`config.mk`:
```
export PLATFORM = sky130hd
export DESIGN_NAME = resp_request_stream_parser_top
export DESIGN_NICKNAME = d
export VERILOG_FILES = /design/src/rtl/rrsp_pkg.sv /design/src/rtl/rrsp_core.sv /design/src/rtl/rrsp_fifo.sv /design/src/rtl/resp_request_stream_parser_top.sv
export VERILOG_INCLUDE_DIRS = /design/src /design/src/rtl
export SDC_FILE = /design/constraint.sdc
export NUM_CORES = 1
export LEC_CHECK = 0
export BUFFER_PORTS_ARGS = -buffer_cell sky130_fd_sc_hd__buf_2
export CORE_MARGIN = 2
export CORE_UTILIZATION = 63
export CTS_CLUSTER_DIAMETER = 200
export DETAILED_ROUTE_END_ITERATION = 12
export PLACE_DENSITY = 0.81
export SLEW_MARGIN = 25
export SYNTH_ARGS = -nofsm -noshare
export SYNTH_HDL_FRONTEND = slang
export SYNTH_SLANG_ARGS = --single-unit
export TNS_END_PERCENT = 5
```
`constraint.sdc`:
```
create_clock -name clk -period 9.11 [get_ports clk]
set_input_delay 1.822 -clock clk [delete_from_list [all_inputs] [get_ports clk]]
set_output_delay 1.822 -clock clk [all_outputs]
set_load 0.02 [all_outputs]
```
`src/rtl/resp_request_stream_parser_top_defines.svh`:
```
// Assertion macros shared by the request stream parser modules.
`ifndef RESP_REQUEST_STREAM_PARSER_TOP_DEFINES_SVH
`define RESP_REQUEST_STREAM_PARSER_TOP_DEFINES_SVH

// Clocked check, off while reset is held.
`define RRSP_ASSERT(name, prop) \
  name: assert property (@(posedge clk) disable iff (!rst_n) (prop)) \
    else $error("rrsp check failed");

// Clocked check that also holds during reset.
`define RRSP_ASSERT_ALWAYS(name, prop) \
  name: assert property (@(posedge clk) (prop)) \
    else $error("rrsp check failed");

`endif

```
`src/rtl/rrsp_pkg.sv`:
```
// Types, codes and helpers for the request stream parser.
package rrsp_pkg;

  localparam int RRSP_FIFO_DEPTH = 4;

  localparam logic [7:0] CH_STAR   = 8'h2A;
  localparam logic [7:0] CH_DOLLAR = 8'h24;
  localparam logic [7:0] CH_CR     = 8'h0D;
  localparam logic [7:0] CH_LF     = 8'h0A;
  localparam logic [7:0] CH_TAB    = 8'h09;
  localparam logic [7:0] CH_SPACE  = 8'h20;

  localparam logic [1:0] EV_BYTE = 2'd0;
  localparam logic [1:0] EV_AEND = 2'd1;
  localparam logic [1:0] EV_CEND = 2'd2;
  localparam logic [1:0] EV_ERR  = 2'd3;

  localparam logic [2:0] ERR_NONE       = 3'd0;
  localparam logic [2:0] ERR_INLINE_LEN = 3'd1;
  localparam logic [2:0] ERR_BAD_DIGIT  = 3'd2;
  localparam logic [2:0] ERR_OVER_LIMIT = 3'd3;
  localparam logic [2:0] ERR_NO_LF      = 3'd4;
  localparam logic [2:0] ERR_NO_DOLLAR  = 3'd5;
  localparam logic [2:0] ERR_ZERO_COUNT = 3'd6;
  localparam logic [2:0] ERR_NO_CRLF    = 3'd7;

  localparam logic [1:0] CFG_INLINE_LIMIT = 2'd0;
  localparam logic [1:0] CFG_COUNT_LIMIT  = 2'd1;
  localparam logic [1:0] CFG_LENGTH_LIMIT = 2'd2;

  localparam logic [15:0] INLINE_LIMIT_RST = 16'd4096;
  localparam logic [19:0] COUNT_LIMIT_RST  = 20'd1024;
  localparam logic [24:0] LENGTH_LIMIT_RST = 25'd4096;

  typedef enum logic [3:0] {
    PH_IDLE,
    PH_INLINE,
    PH_COUNT,
    PH_COUNT_LF,
    PH_DOLLAR,
    PH_LEN,
    PH_LEN_LF,
    PH_DATA,
    PH_DATA_CR,
    PH_DATA_LF
  } phase_t;

  typedef struct packed {
    logic [1:0]  event_kind;
    logic [7:0]  byte_value;
    logic [2:0]  error_kind;
    logic [19:0] argument_total;
    logic        last_of_run;
  } result_t;

  typedef struct packed {
    logic [1:0]       count;
    result_t [1:0]    res;
  } emit_t;

  function automatic result_t mk_res(logic [1:0] kind, logic [7:0] value,
                                     logic [2:0] err, logic [19:0] total);
    result_t r;
    r.event_kind     = kind;
    r.byte_value     = value;
    r.error_kind     = err;
    r.argument_total = total;
    r.last_of_run    = 1'b0;
    return r;
  endfunction

endpackage

```
`src/rtl/rrsp_core.sv`:
```
// Parser state and per-byte decode producing up to two result items.
`include "resp_request_stream_parser_top_defines.svh"

module rrsp_core
  import rrsp_pkg::*;
(
  input  logic        clk,
  input  logic        rst_n,
  input  logic        fire,
  input  logic [7:0]  byte_in,
  input  logic [15:0] inline_lim,
  input  logic [19:0] count_lim,
  input  logic [24:0] len_lim,
  output emit_t       emit
);

  phase_t      phase_r, phase_nxt;
  logic [24:0] acc_r, acc_nxt;
  logic [19:0] remain_r, remain_nxt;
  logic [24:0] bulk_r, bulk_nxt;
  logic [15:0] inl_cnt_r, inl_cnt_nxt;
  logic        crp_r, crp_nxt;
  logic        tok_r, tok_nxt;
  logic [19:0] emitted_r, emitted_nxt;

  logic          is_digit;
  logic [28:0]   val;
  logic [28:0]   lim;
  logic          do_inline;
  logic          clear;
  logic          tok_v;
  logic [19:0]   emitted_v;
  logic [19:0]   remain_v;
  logic [24:0]   bulk_v;
  logic [1:0]    n;
  result_t [1:0] res;

  assign is_digit = (byte_in >= 8'h30) && (byte_in <= 8'h39);
  assign val = {1'b0, acc_r, 3'b000} + {3'b000, acc_r, 1'b0} + {25'd0, byte_in[3:0]};
  assign lim = (phase_r == PH_COUNT) ? {9'd0, count_lim} : {4'd0, len_lim};

  always_comb begin
    phase_nxt   = phase_r;
    acc_nxt     = acc_r;
    remain_nxt  = remain_r;
    bulk_nxt    = bulk_r;
    inl_cnt_nxt = inl_cnt_r;
    crp_nxt     = crp_r;
    tok_nxt     = tok_r;
    emitted_nxt = emitted_r;
    do_inline   = 1'b0;
    clear       = 1'b0;
    tok_v       = tok_r;
    emitted_v   = emitted_r;
    remain_v    = remain_r;
    bulk_v      = bulk_r;
    n           = 2'd0;
    res         = '0;

    unique case (phase_r)
      PH_IDLE: begin
        if (byte_in == CH_STAR) begin
          phase_nxt = PH_COUNT;
          acc_nxt   = '0;
        end else begin
          do_inline = 1'b1;
        end
      end
      PH_INLINE: do_inline = 1'b1;
      PH_COUNT, PH_LEN: begin
        if (byte_in == CH_CR) begin
          phase_nxt = (phase_r == PH_COUNT) ? PH_COUNT_LF : PH_LEN_LF;
        end else if (!is_digit) begin
          res[0] = mk_res(EV_ERR, 8'd0, ERR_BAD_DIGIT, 20'd0);
          n      = 2'd1;
          clear  = 1'b1;
        end else if (val > lim) begin
          res[0] = mk_res(EV_ERR, 8'd0, ERR_OVER_LIMIT, 20'd0);
          n      = 2'd1;
          clear  = 1'b1;
        end else begin
          acc_nxt = val[24:0];
        end
      end
      PH_COUNT_LF: begin
        if (byte_in != CH_LF) begin
          res[0] = mk_res(EV_ERR, 8'd0, ERR_NO_LF, 20'd0);
          n      = 2'd1;
          clear  = 1'b1;
        end else if (acc_r == '0) begin
          res[0] = mk_res(EV_ERR, 8'd0, ERR_ZERO_COUNT, 20'd0);
          n      = 2'd1;
          clear  = 1'b1;
        end else begin
          remain_nxt  = acc_r[19:0];
          emitted_nxt = '0;
          acc_nxt     = '0;
          phase_nxt   = PH_DOLLAR;
        end
      end
      PH_DOLLAR: begin
        if (byte_in != CH_DOLLAR) begin
          res[0] = mk_res(EV_ERR, 8'd0, ERR_NO_DOLLAR, 20'd0);
          n      = 2'd1;
          clear  = 1'b1;
        end else begin
          acc_nxt   = '0;
          phase_nxt = PH_LEN;
        end
      end
      PH_LEN_LF: begin
        if (byte_in != CH_LF) begin
          res[0] = mk_res(EV_ERR, 8'd0, ERR_NO_LF, 20'd0);
          n      = 2'd1;
          clear  = 1'b1;
        end else begin
          bulk_nxt  = acc_r;
          acc_nxt   = '0;
          phase_nxt = (acc_r == '0) ? PH_DATA_CR : PH_DATA;
        end
      end
      PH_DATA: begin
        res[0]   = mk_res(EV_BYTE, byte_in, ERR_NONE, 20'd0);
        n        = 2'd1;
        bulk_v   = bulk_r - 25'd1;
        bulk_nxt = bulk_v;
        if (bulk_v == '0) begin
          phase_nxt = PH_DATA_CR;
        end
      end
      PH_DATA_CR: begin
        if (byte_in != CH_CR) begin
          res[0] = mk_res(EV_ERR, 8'd0, ERR_NO_CRLF, 20'd0);
          n      = 2'd1;
          clear  = 1'b1;
        end else begin
          phase_nxt = PH_DATA_LF;
        end
      end
      PH_DATA_LF: begin
        if (byte_in != CH_LF) begin
          res[0] = mk_res(EV_ERR, 8'd0, ERR_NO_CRLF, 20'd0);
          n      = 2'd1;
          clear  = 1'b1;
        end else begin
          emitted_v   = emitted_r + 20'd1;
          emitted_nxt = emitted_v;
          res[0]      = mk_res(EV_AEND, 8'd0, ERR_NONE, 20'd0);
          n           = 2'd1;
          remain_v    = remain_r - 20'd1;
          remain_nxt  = remain_v;
          if (remain_v == '0) begin
            res[1] = mk_res(EV_CEND, 8'd0, ERR_NONE, emitted_v);
            n      = 2'd2;
            clear  = 1'b1;
          end else begin
            phase_nxt = PH_DOLLAR;
          end
        end
      end
      default: clear = 1'b1;
    endcase

    if (do_inline) begin
      phase_nxt = PH_INLINE;
      if (byte_in == CH_LF) begin
        if (tok_r) begin
          emitted_v = emitted_r + 20'd1;
          res[0]    = mk_res(EV_AEND, 8'd0, ERR_NONE, 20'd0);
          n         = 2'd1;
        end
        res[n[0]] = mk_res(EV_CEND, 8'd0, ERR_NONE, emitted_v);
        n         = n + 2'd1;
        clear     = 1'b1;
      end else if (inl_cnt_r >= inline_lim) begin
        res[0] = mk_res(EV_ERR, 8'd0, ERR_INLINE_LEN, 20'd0);
        n      = 2'd1;
        clear  = 1'b1;
      end else begin
        inl_cnt_nxt = inl_cnt_r + 16'd1;
        if (crp_r) begin
          crp_nxt = 1'b0;
          tok_v   = 1'b1;
          res[0]  = mk_res(EV_BYTE, CH_CR, ERR_NONE, 20'd0);
          n       = 2'd1;
        end
        if (byte_in == CH_CR) begin
          crp_nxt = 1'b1;
        end else if (byte_in == CH_SPACE || byte_in == CH_TAB) begin
          if (tok_v) begin
            tok_v     = 1'b0;
            emitted_v = emitted_r + 20'd1;
            res[n[0]] = mk_res(EV_AEND, 8'd0, ERR_NONE, 20'd0);
            n         = n + 2'd1;
          end
        end else begin
          tok_v     = 1'b1;
          res[n[0]] = mk_res(EV_BYTE, byte_in, ERR_NONE, 20'd0);
          n         = n + 2'd1;
        end
        tok_nxt     = tok_v;
        emitted_nxt = emitted_v;
      end
    end

    if (clear) begin
      phase_nxt   = PH_IDLE;
      acc_nxt     = '0;
      remain_nxt  = '0;
      bulk_nxt    = '0;
      inl_cnt_nxt = '0;
      crp_nxt     = 1'b0;
      tok_nxt     = 1'b0;
      emitted_nxt = '0;
    end

    if (n == 2'd1) begin
      res[0].last_of_run = 1'b1;
    end else if (n == 2'd2) begin
      res[1].last_of_run = 1'b1;
    end

    emit.count = n;
    emit.res   = res;
  end

  always_ff @(posedge clk) begin
    if (!rst_n) begin
      phase_r   <= PH_IDLE;
      acc_r     <= '0;
      remain_r  <= '0;
      bulk_r    <= '0;
      inl_cnt_r <= '0;
      crp_r     <= 1'b0;
      tok_r     <= 1'b0;
      emitted_r <= '0;
    end else if (fire) begin
      phase_r   <= phase_nxt;
      acc_r     <= acc_nxt;
      remain_r  <= remain_nxt;
      bulk_r    <= bulk_nxt;
      inl_cnt_r <= inl_cnt_nxt;
      crp_r     <= crp_nxt;
      tok_r     <= tok_nxt;
      emitted_r <= emitted_nxt;
    end
  end

  `RRSP_ASSERT(a_err_alone, (emit.count != 2'd0 && emit.res[0].event_kind == EV_ERR) |-> (emit.count == 2'd1))
  `RRSP_ASSERT(a_last_pair, (emit.count == 2'd2) |-> (!emit.res[0].last_of_run && emit.res[1].last_of_run))
  `RRSP_ASSERT(a_err_resync, (fire && emit.count == 2'd1 && emit.res[0].event_kind == EV_ERR) |=> (phase_r == PH_IDLE && !tok_r && emitted_r == '0))

endmodule

```
`src/rtl/rrsp_fifo.sv`:
```
// Result queue: takes up to two items per cycle, hands out one from its head.
`include "resp_request_stream_parser_top_defines.svh"

module rrsp_fifo
  import rrsp_pkg::*;
#(
  parameter int Depth = RRSP_FIFO_DEPTH
) (
  input  logic          clk,
  input  logic          rst_n,
  input  logic [1:0]    push_cnt,
  input  result_t [1:0] push_data,
  input  logic          pop,
  output logic          room,
  output logic          out_valid,
  output result_t       out_data
);

  localparam int CW = $clog2(Depth + 1);

  result_t        q_r   [Depth];
  result_t        q_nxt [Depth];
  result_t        q_sh  [Depth];
  logic [CW-1:0]  count_r, count_nxt;
  logic [CW-1:0]  base;

  for (genvar g = 0; g < Depth; g++) begin : g_shift
    if (g == Depth - 1) begin : g_top
      assign q_sh[g] = q_r[g];
    end else begin : g_mid
      assign q_sh[g] = q_r[g+1];
    end
  end

  assign base      = count_r - CW'(pop);
  assign count_nxt = base + CW'(push_cnt);
  assign room      = count_r <= CW'(Depth - 2);
  assign out_valid = count_r != '0;
  assign out_data  = q_r[0];

  always_comb begin
    for (int i = 0; i < Depth; i++) begin
      if (CW'(i) < base) begin
        q_nxt[i] = pop ? q_sh[i] : q_r[i];
      end else if (CW'(i) == base && push_cnt != 2'd0) begin
        q_nxt[i] = push_data[0];
      end else if (CW'(i) == base + CW'(1) && push_cnt == 2'd2) begin
        q_nxt[i] = push_data[1];
      end else begin
        q_nxt[i] = q_r[i];
      end
    end
  end

  always_ff @(posedge clk) begin
    for (int i = 0; i < Depth; i++) begin
      q_r[i] <= q_nxt[i];
    end
  end

  always_ff @(posedge clk) begin
    if (!rst_n) begin
      count_r <= '0;
    end else begin
      count_r <= count_nxt;
    end
  end

  `RRSP_ASSERT(a_cnt_max, count_r <= CW'(Depth))
  `RRSP_ASSERT(a_no_ovf, (push_cnt != 2'd0) |-> (count_r <= CW'(Depth - 2)))
  `RRSP_ASSERT(a_cnt_pop, (pop && push_cnt == 2'd0) |=> (count_r == $past(count_r) - CW'(1)))

endmodule

```
`src/rtl/resp_request_stream_parser_top.sv`:
```
// Request stream parser: bulk and inline command byte parser, top level.
// Takes one request byte per item and emits parse events (argument byte, argument
// end, command end, protocol error) as result items. Each accepted byte waits in an
// input register until the result queue has room, is decoded combinationally against
// the parser state, and its zero, one or two results then enter a small result queue,
// from whose head they reach the output. A byte can be taken every cycle as long as
// the output drains; the output port moves one result per cycle, so a byte that yields
// two results (argument end with command end, or a held CR with the next byte) needs
// an output transfer for each. The input stalls only when the result queue has fewer
// than two free entries. Limits are to be written through the cfg port only while the
// parser is idle; the block itself does not enforce this. After a protocol error the
// next byte starts a new command. No clearing pass after reset.
module resp_request_stream_parser_top
  import rrsp_pkg::*;
#(
  parameter int FifoDepth = RRSP_FIFO_DEPTH
) (
  input  logic        clk,
  input  logic        rst_n,
  input  logic        in_valid,
  output logic        in_ready,
  input  logic [7:0]  in_byte_in,
  output logic        out_valid,
  input  logic        out_ready,
  output logic [1:0]  out_event_kind,
  output logic [7:0]  out_byte_value,
  output logic [2:0]  out_error_kind,
  output logic [19:0] out_argument_total,
  output logic        out_last_of_run,
  input  logic        cfg_valid,
  output logic        cfg_ready,
  input  logic [1:0]  cfg_index,
  input  logic [24:0] cfg_data
);

  logic [15:0] inline_lim_r;
  logic [19:0] count_lim_r;
  logic [24:0] len_lim_r;
  logic        s1_valid_r;
  logic [7:0]  s1_byte_r;
  logic        room;
  logic        fire;
  logic        pop;
  emit_t       emit;
  result_t     head;

  assign cfg_ready = 1'b1;
  assign fire      = s1_valid_r && room;
  assign in_ready  = !s1_valid_r || fire;

  always_ff @(posedge clk) begin
    if (!rst_n) begin
      inline_lim_r <= INLINE_LIMIT_RST;
      count_lim_r  <= COUNT_LIMIT_RST;
      len_lim_r    <= LENGTH_LIMIT_RST;
    end else if (cfg_valid) begin
      unique case (cfg_index)
        CFG_INLINE_LIMIT: inline_lim_r <= cfg_data[15:0];
        CFG_COUNT_LIMIT:  count_lim_r  <= cfg_data[19:0];
        CFG_LENGTH_LIMIT: len_lim_r    <= cfg_data;
        default: ;
      endcase
    end
  end

  always_ff @(posedge clk) begin
    if (!rst_n) begin
      s1_valid_r <= 1'b0;
    end else if (in_ready) begin
      s1_valid_r <= in_valid;
    end
  end

  always_ff @(posedge clk) begin
    if (in_valid && in_ready) begin
      s1_byte_r <= in_byte_in;
    end
  end

  rrsp_core u_core (
    .clk        (clk),
    .rst_n      (rst_n),
    .fire       (fire),
    .byte_in    (s1_byte_r),
    .inline_lim (inline_lim_r),
    .count_lim  (count_lim_r),
    .len_lim    (len_lim_r),
    .emit       (emit)
  );

  assign pop = out_valid && out_ready;

  rrsp_fifo #(
    .Depth (FifoDepth)
  ) u_fifo (
    .clk       (clk),
    .rst_n     (rst_n),
    .push_cnt  (fire ? emit.count : 2'd0),
    .push_data (emit.res),
    .pop       (pop),
    .room      (room),
    .out_valid (out_valid),
    .out_data  (head)
  );

  assign out_event_kind     = head.event_kind;
  assign out_byte_value     = head.byte_value;
  assign out_error_kind     = head.error_kind;
  assign out_argument_total = head.argument_total;
  assign out_last_of_run    = head.last_of_run;

endmodule

```
==> results by group, run 1 <==
Floorplanning
  • Die extent in x: 181 um
  • Die Ht: 181 um
  • Core ar.: 30700 sq um
  • Die Area: 32800 sq um
  • Initial cell density of the core: 64.3%
  • # rows: 64
  • I/O pin cnt: 77

Synthesis
  • Ys async rst share: 0%
  • Post-synthesis sequential area ratio: 39.8%
  • Synth Cell Area: 19800 sq um
  • Cell variety after synth: 86
  • Cells after Synth: 2361
  • Synth area leaders: edfxtp_1 22%, dfxtp_1 18%, nand2_1 6.7%
  • Synthesized flop and latch total: 321
  • Post-synth top area share: 21.9%
  • Yosys top cell by area: edfxtp_1
  • Synthesized area per cell: 8.37 sq um
  • Synth warn: 0
  • Post-synthesis net count: 2504
  • Post-synth EDFFs: 144
  • Main synth FF type: dfxtp_1

Power
  • PwrDens: 242 nW/um^2
  • VDD IR max: 0.397 mV
  • Total power: 5.21 mW
  • Leak: 8.18 nW

Cells and area
  • Final Non-Filler Cells: 2769
  • Commonest non-fill, non-tap cell in the layout: nand2_1
  • Inserted Diodes: 0
  • Commonest non-fill, non-tap cells in the layout: 350 x nand2_1, 212 x a21oi_1, 177 x dfxtp_1
  • Number of nets in the layout: 2489
  • Area growth, synth to finish: 8.86%
  • Fill cell instance count of the final layout: 2409
  • Fin util: 70.0%
  • Fraction of layout cells with a size suffix above 1: 9.10%

Setup path
  • CP peak stage delay: 0.60 ns
  • Critical Path AT: 8.85 ns
  • Critical path required time: 9.46 ns
  • CP max FO: 23
  • Critical path type: flip-flop to flip-flop
  • R2R Path Start: s1_byte_r[3]
  • Reg2reg setup slack: 0.61 ns
  • Nature of the critical path endpoint: flip-flop
  • Worst path slowest cell: o21ai_4
  • R2R cell count: 30
  • Startpoint Class: flip-flop
  • R2r endpoint: u_fifo.q_r[1][8]

Place
  • Cells after DPL: 2702
  • Port buffer count: 75
  • DPL Wire Length: 39500 um
  • DP Worst Slack: 0.922 ns
  • GPL Wtd Cong: 0.962

Clocking
  • CTS tree: built
  • Cts repair resizes: 0
  • Cts hold-fix bufs: 0
  • Worst skew pair latency: 0.54 ns
  • Post-CTS setup buffers: 0
  • H-tree level count: 2
  • Root Driver: clkbuf_16
  • Sink Count: 321
  • Clock buffer depth: 3
  • Reg clk slew, reported paths: 0.06 ns
  • Inserted Clock Buffers: 36

Detailed routing
  • Avg WL per Cell: 20.5 um
  • First-pass DRT Iterations: 6
  • Iter 0 DRT Violations: 2026
  • Top sig layer: met4
  • Met2 wire len: 26700 um
  • Met1 Wirelength: 22700 um
  • DRC Markers: 0
  • Via density: 6.71
  • Antenna-violating nets left: 0
  • Final wirelength: 56800 um
  • Via Count: 18570
  • Routed met3 length: 5090 um

Worst hold path
  • Worst min path class: flip-flop to flip-flop
  • Hold path depth: 2
  • Hold path endpoint: len_lim_r[13]
  • Hold Startpoint: len_lim_r[13]

STA
  • Setup WS post-layout: 0.610 ns
  • Fin. Hold Viols: 0
  • Slew @ Worst Pin: 1.07 ns
  • Worst slew margin: 28.5%
  • Setup Skew: 0.0347 ns
  • RSZ-0062 raised after global routing: no
  • Setup TNS: 0 ns
  • Tcrit/Tclk final: 93.3%
  • Tmin final: 8.50 ns
  • # setup viols final: 0
  • Slew Limit Fails: 0
  • Fmax: 0.118 GHz

Run
  • Max Cap Violations: 0

GRT
  • Largest net degree at the start of global routing: 77
  • Vias in the first global route: 17633
  • Initial antenna violation count: 0
  • Gr ovfl total: 0
  • GRT Overall Usage: 33.7%
  • First-pass GRT wire length: 90900 um

Outcome
  • Status: finished, final reports clean
-- synthesized netlist by cell type (all sizes together) (21+ instances only) --
| master | count |
|---|---|
| nor4 | 31 |
| dfxtp | 177 |
| buf | 27 |
| xnor2 | 32 |
| a211oi | 24 |
| o21ai | 176 |
| nor2 | 169 |
| clkbuf | 140 |
| ha | 101 |
| mux2i | 40 |
| o21a | 21 |
| nor3 | 86 |
| inv | 54 |
| a22o | 27 |
| or3 | 27 |
| a21oi | 213 |
| o31ai | 26 |
| and3 | 24 |
| nand3 | 121 |
| nand4 | 30 |
| a31oi | 27 |
| nand2 | 351 |
| xor2 | 24 |
| edfxtp | 144 |
-- cell families (layout without fill, tap and decap cells) --
family,after synthesis,count (layout),share of synthesized area [%]
AND/OR/NAND/NOR,935,935,22.2
other,1,1,0.0190
AO/OA/AOI/OAI,677,677,22.0
adder cells (fa/ha/maj),103,103,6.60
buffers and inverters,223,235,4.51
multiplexers,45,45,2.31
flip-flops,321,321,39.8
XOR/XNOR,56,56,2.48
-- per-stage QoR --
step	hold slack [ns]	instance area, sq um
floorplan	0.433	19800
global placement	0.441	20300
detailed placement	0.446	20300
CTS	0.454	21400
global route	0.464	21500
finish	0.454	21500
-- worst max-delay path by stage --
stage	endpoint	start	cells after the start	slack (ns)
finish	u_fifo.q_r[1][8]	s1_byte_r[3]	30	0.61
global route	u_fifo.q_r[2][4]	s1_byte_r[3]	30	0.06
CTS	u_fifo.q_r[2][3]	s1_byte_r[3]	29	0.86
detailed placement	u_fifo.q_r[1][8]	s1_byte_r[3]	30	0.92
global placement	u_fifo.q_r[2][4]	s1_byte_r[3]	29	1.10
floorplan	u_fifo.q_r[0][0]	s1_byte_r[3]	32	0.81
-- critical path, delay by kind of cell (launching register included) --
| kind | cells | cell delay (ns) |
|---|---|---|
| and+or+nand+nor | 7 | 1.79 |
| AOI/OAI and AO/OA | 15 | 3.81 |
| adders and majority gates | 4 | 1.52 |
| muxes | 1 | 0.21 |
| DFF | 1 | 0.45 |
| buffers and inverters | 3 | 0.52 |
-- cell type report --
class | count | area [sq um] | share of cell area [%]
multi-input cells | 1817 | 11100 | 51.6
flip-flops and latches | 321 | 7870 | 36.6
clock inverters | 7 | 48.8 | 0.227
inverters | 56 | 210 | 0.977
well taps | 396 | 495 | 2.30
clock buffers | 58 | 1090 | 5.05
repair buffers | 114 | 696 | 3.23
-- report_power, final --
group          switching [mW]  internal [mW]
logic                    1.28          0.503
registers              0.0827           1.94
clock network           0.593          0.818
total                    1.95           3.26
-- layer usage --
metal | global-route usage [%] | vias to the layer above
met5 | 0 | -
met4 | 15.3 | 0
met3 | 5.26 | 173
met2 | 56.1 | 1003
met1 | 43.5 | 8714
li1 | - | 8680
-- registers in the layout, indices dropped and copies added (netlist names), 16 cells and up --
name              cells
len_lim_r            25
u_core.remain_r      20
u_core.inl_cnt_r     16
inline_lim_r         16
u_fifo.q_r          136
u_core.acc_r         25
u_core.emitted_r     20
u_core.bulk_r        25
count_lim_r          20
(Power assumes the default switching activity.)
==> run 2, diff against run 1 <==
- SYNTH_HIERARCHICAL: default -> 1
==> run 2 against run 1 <==
Against the previous run:
- synthesized area increased by 5.5%
- setup slack improved by 0.18 ns
- combinational power grew 15%
- global-route usage decreased by 0.40 points
- die area rose by 5.4%
- routed wire length increased by 2.8%
- clock power about the same
- count of clock-buffer cells in the layout is 12 lower
- critical path depth rose by 1
- worst hold slack worse by 0.00091 ns
- highest routed layer unchanged
==> results by group, run 2 <==
Power
  • Switch share: 37.6%
  • Clock power share: 25.3%
  • Total power: 5.57 mW
  • Leak: 8.34 nW
  • Seq pwr share: 38.1%
  • Cell-internal power: 3.47 mW
  • PwrDens: 249 nW/um^2
  • VDD IR max: 0.310 mV
  • Gate power share: 36.6%
  • P_sw: 2.09 mW

Detailed routing
  • Via density: 6.75
  • Final wirelength: 58400 um
  • First-pass DRT Iterations: 7
  • Met1 Wirelength: 23700 um
  • Routed met3 length: 4420 um
  • DRC Markers: 0
  • Antenna-violating nets left: 0
  • Top sig layer: met4
  • Met2 wire len: 27900 um
  • Via Count: 18875
  • Iter 0 DRT Violations: 2229
  • Avg WL per Cell: 20.9 um

Setup path
  • Critical path type: flip-flop to flip-flop
  • R2R Path Start: s1_byte_r[3]
  • Worst path slowest cell: a221oi_1
  • Startpoint Class: flip-flop
  • Nature of the critical path endpoint: flip-flop
  • Critical Path AT: 8.71 ns
  • CP peak stage delay: 0.67 ns
  • Critical Path End: u_fifo/q_r[1][7]
  • Critical Path Start: s1_byte_r[3]
  • R2r endpoint: u_fifo/q_r[1][7]
  • Critical path required time: 9.50 ns
  • CP max FO: 35
  • Reg2reg setup slack: 0.79 ns
  • R2R cell count: 31

GRT
  • Vias in the first global route: 17625
  • Gr ovfl total: 0
  • First-pass GRT wire length: 93000 um
  • GRT Overall Usage: 33.3%
  • Largest net degree at the start of global routing: 110
  • Initial antenna violation count: 0

STA
  • Slew Limit Fails: 0
  • # setup viols final: 0
  • Tcrit/Tclk final: 91.3%
  • RSZ-0062 raised after global routing: no
  • Setup Skew: 0.0220 ns
  • Worst slew margin: 29.6%
  • Fin. Hold Viols: 0
  • Setup TNS: 0 ns
  • Fmax: 0.120 GHz
  • Slew @ Worst Pin: 1.06 ns
  • Setup WS post-layout: 0.792 ns
  • Tmin final: 8.32 ns

Clocking
  • CTS tree: built
  • H-tree level count: 2
  • Root Driver: clkbuf_16
  • Reg clk slew, reported paths: 0.06 ns
  • Post-CTS setup buffers: 0
  • Worst skew pair latency: 0.53 ns
  • Cts repair resizes: 0
  • Cts hold-fix bufs: 0
  • Inserted Clock Buffers: 36
  • Clock buffer depth: 3
  • Sink Count: 321

Synthesis
  • Most common cell in the netlist: nand2_1
  • Cell variety after synth: 94
  • Cells after Synth: 2381
  • Main synth FF type: dfxtp_1
  • Post-synthesis sequential area ratio: 37.7%
  • Synth Cell Area: 20900 sq um
  • Post-synth top area share: 20.7%
  • Synthesized flop and latch total: 321
  • Synthesized area per cell: 8.76 sq um
  • Synth area leaders: edfxtp_1 21%, dfxtp_1 17%, ha_1 6.0%
  • Synth warn: 6
  • Ys async rst share: 0%
  • Yosys top cell by area: edfxtp_1
  • Synth top cells by count: 301 x nand2_1, 178 x a21oi_1, 177 x dfxtp_1
  • Post-synth EDFFs: 144

Worst hold path
  • Worst min path class: flip-flop to flip-flop
  • Hold Startpoint: len_lim_r[22]

Floorplanning
  • Core ar.: 32500 sq um
  • Die Area: 34600 sq um
  • Die extent in x: 186 um
  • Die Ht: 186 um
  • Initial cell density of the core: 64.1%
  • # rows: 66
  • I/O pin cnt: 77

Cells and area
  • Commonest non-fill, non-tap cell in the layout: nand2_1
  • Area growth, synth to finish: 7.33%
  • Register area: 7870 sq um
  • Number of nets in the layout: 2471
  • Fin util: 68.8%
  • Biggest register: u_fifo/q_r
  • Inserted Diodes: 0
  • Final Non-Filler Cells: 2796
  • Commonest non-fill, non-tap cells in the layout: 301 x nand2_1, 178 x a21oi_1, 177 x dfxtp_1
  • Largest register FFs: 136
  • Fill cell instance count of the final layout: 2649
  • Fraction of layout cells with a size suffix above 1: 9.94%
  • Multi-input combinational cell area: 12000 sq um

Place
  • DP Worst Slack: 0.949 ns
  • Port buffer count: 75
  • DPL Wire Length: 40700 um
  • GPL Wtd Cong: 0.957
  • Cells after DPL: 2732

Run
  • Max Cap Violations: 0

Outcome
  • Status: finished, final reports clean
run 2: power groups by stage:
stage                     clock network, mW  logic (mW)  registers, mW
after floorplan                           0        1.41           2.23
after global placement                    0        1.95           2.14
after detailed placement                  0        1.99           2.15
after CTS                              1.42        2.00           2.12
after global routing                   1.48        2.22           2.15
final                                  1.41        2.04           2.12
run 2: worst max-delay path: cells and delay by family (launching register included):
kind	cells	cell delay, ns
AOI/OAI and AO/OA	15	3.84
xor gates and xnor gates	1	0.18
adders and majority gates	4	1.58
buffers and inverters	5	0.92
DFF	1	0.40
and+or+nand+nor	6	1.21
run 2: through the flow:
stage | hold WS (ns) | cell area, sq um
2_1_floorplan | 0.434 | 20900
3_3_place_gp | 0.442 | 21200
3_5_place_dp | 0.449 | 21300
4_1_cts | 0.457 | 22400
5_1_grt | 0.471 | 22400
6_report | 0.453 | 22400
run 2: layer usage:
layer  vias to the layer above  GRT usage (%)
met3                       187           4.50
li1                       8793              -
met5                         -              0
met2                       987           55.4
met4                         0           13.7
met1                      8908           43.8
run 2: area by class of cell:
type	instances	area share [%]
Tap cell	442	2.47
Multi-Input combinational cell	1805	53.7
Clock buffer	46	4.33
Sequential cell	321	35.1
Clock inverter	18	0.671
Inverter	62	1.04
Timing Repair Buffer	102	2.68
run 2: how the worst min path moves through the flow:
stage / endpoint / slack [ns] / cells after the start
2_1_floorplan: len_lim_r[10] / 0.43 / 2
3_3_place_gp: count_lim_r[16] / 0.44 / 2
3_5_place_dp: len_lim_r[22] / 0.45 / 2
4_1_cts: len_lim_r[10] / 0.46 / 2
5_1_grt: len_lim_r[8] / 0.47 / 2
6_report: len_lim_r[22] / 0.45 / 2
run 2: cell families (layout without fill, tap and decap cells):
family	after synthesis	in the layout	synth area share (%)
simple gates	789	789	18.8
compound gates	719	719	23.0
flops	321	321	37.7
buf+inv	257	228	5.16
mux	119	119	5.92
fa+ha+maj	103	103	6.29
xor+xnor	71	71	3.05
other cells	2	4	0.0360
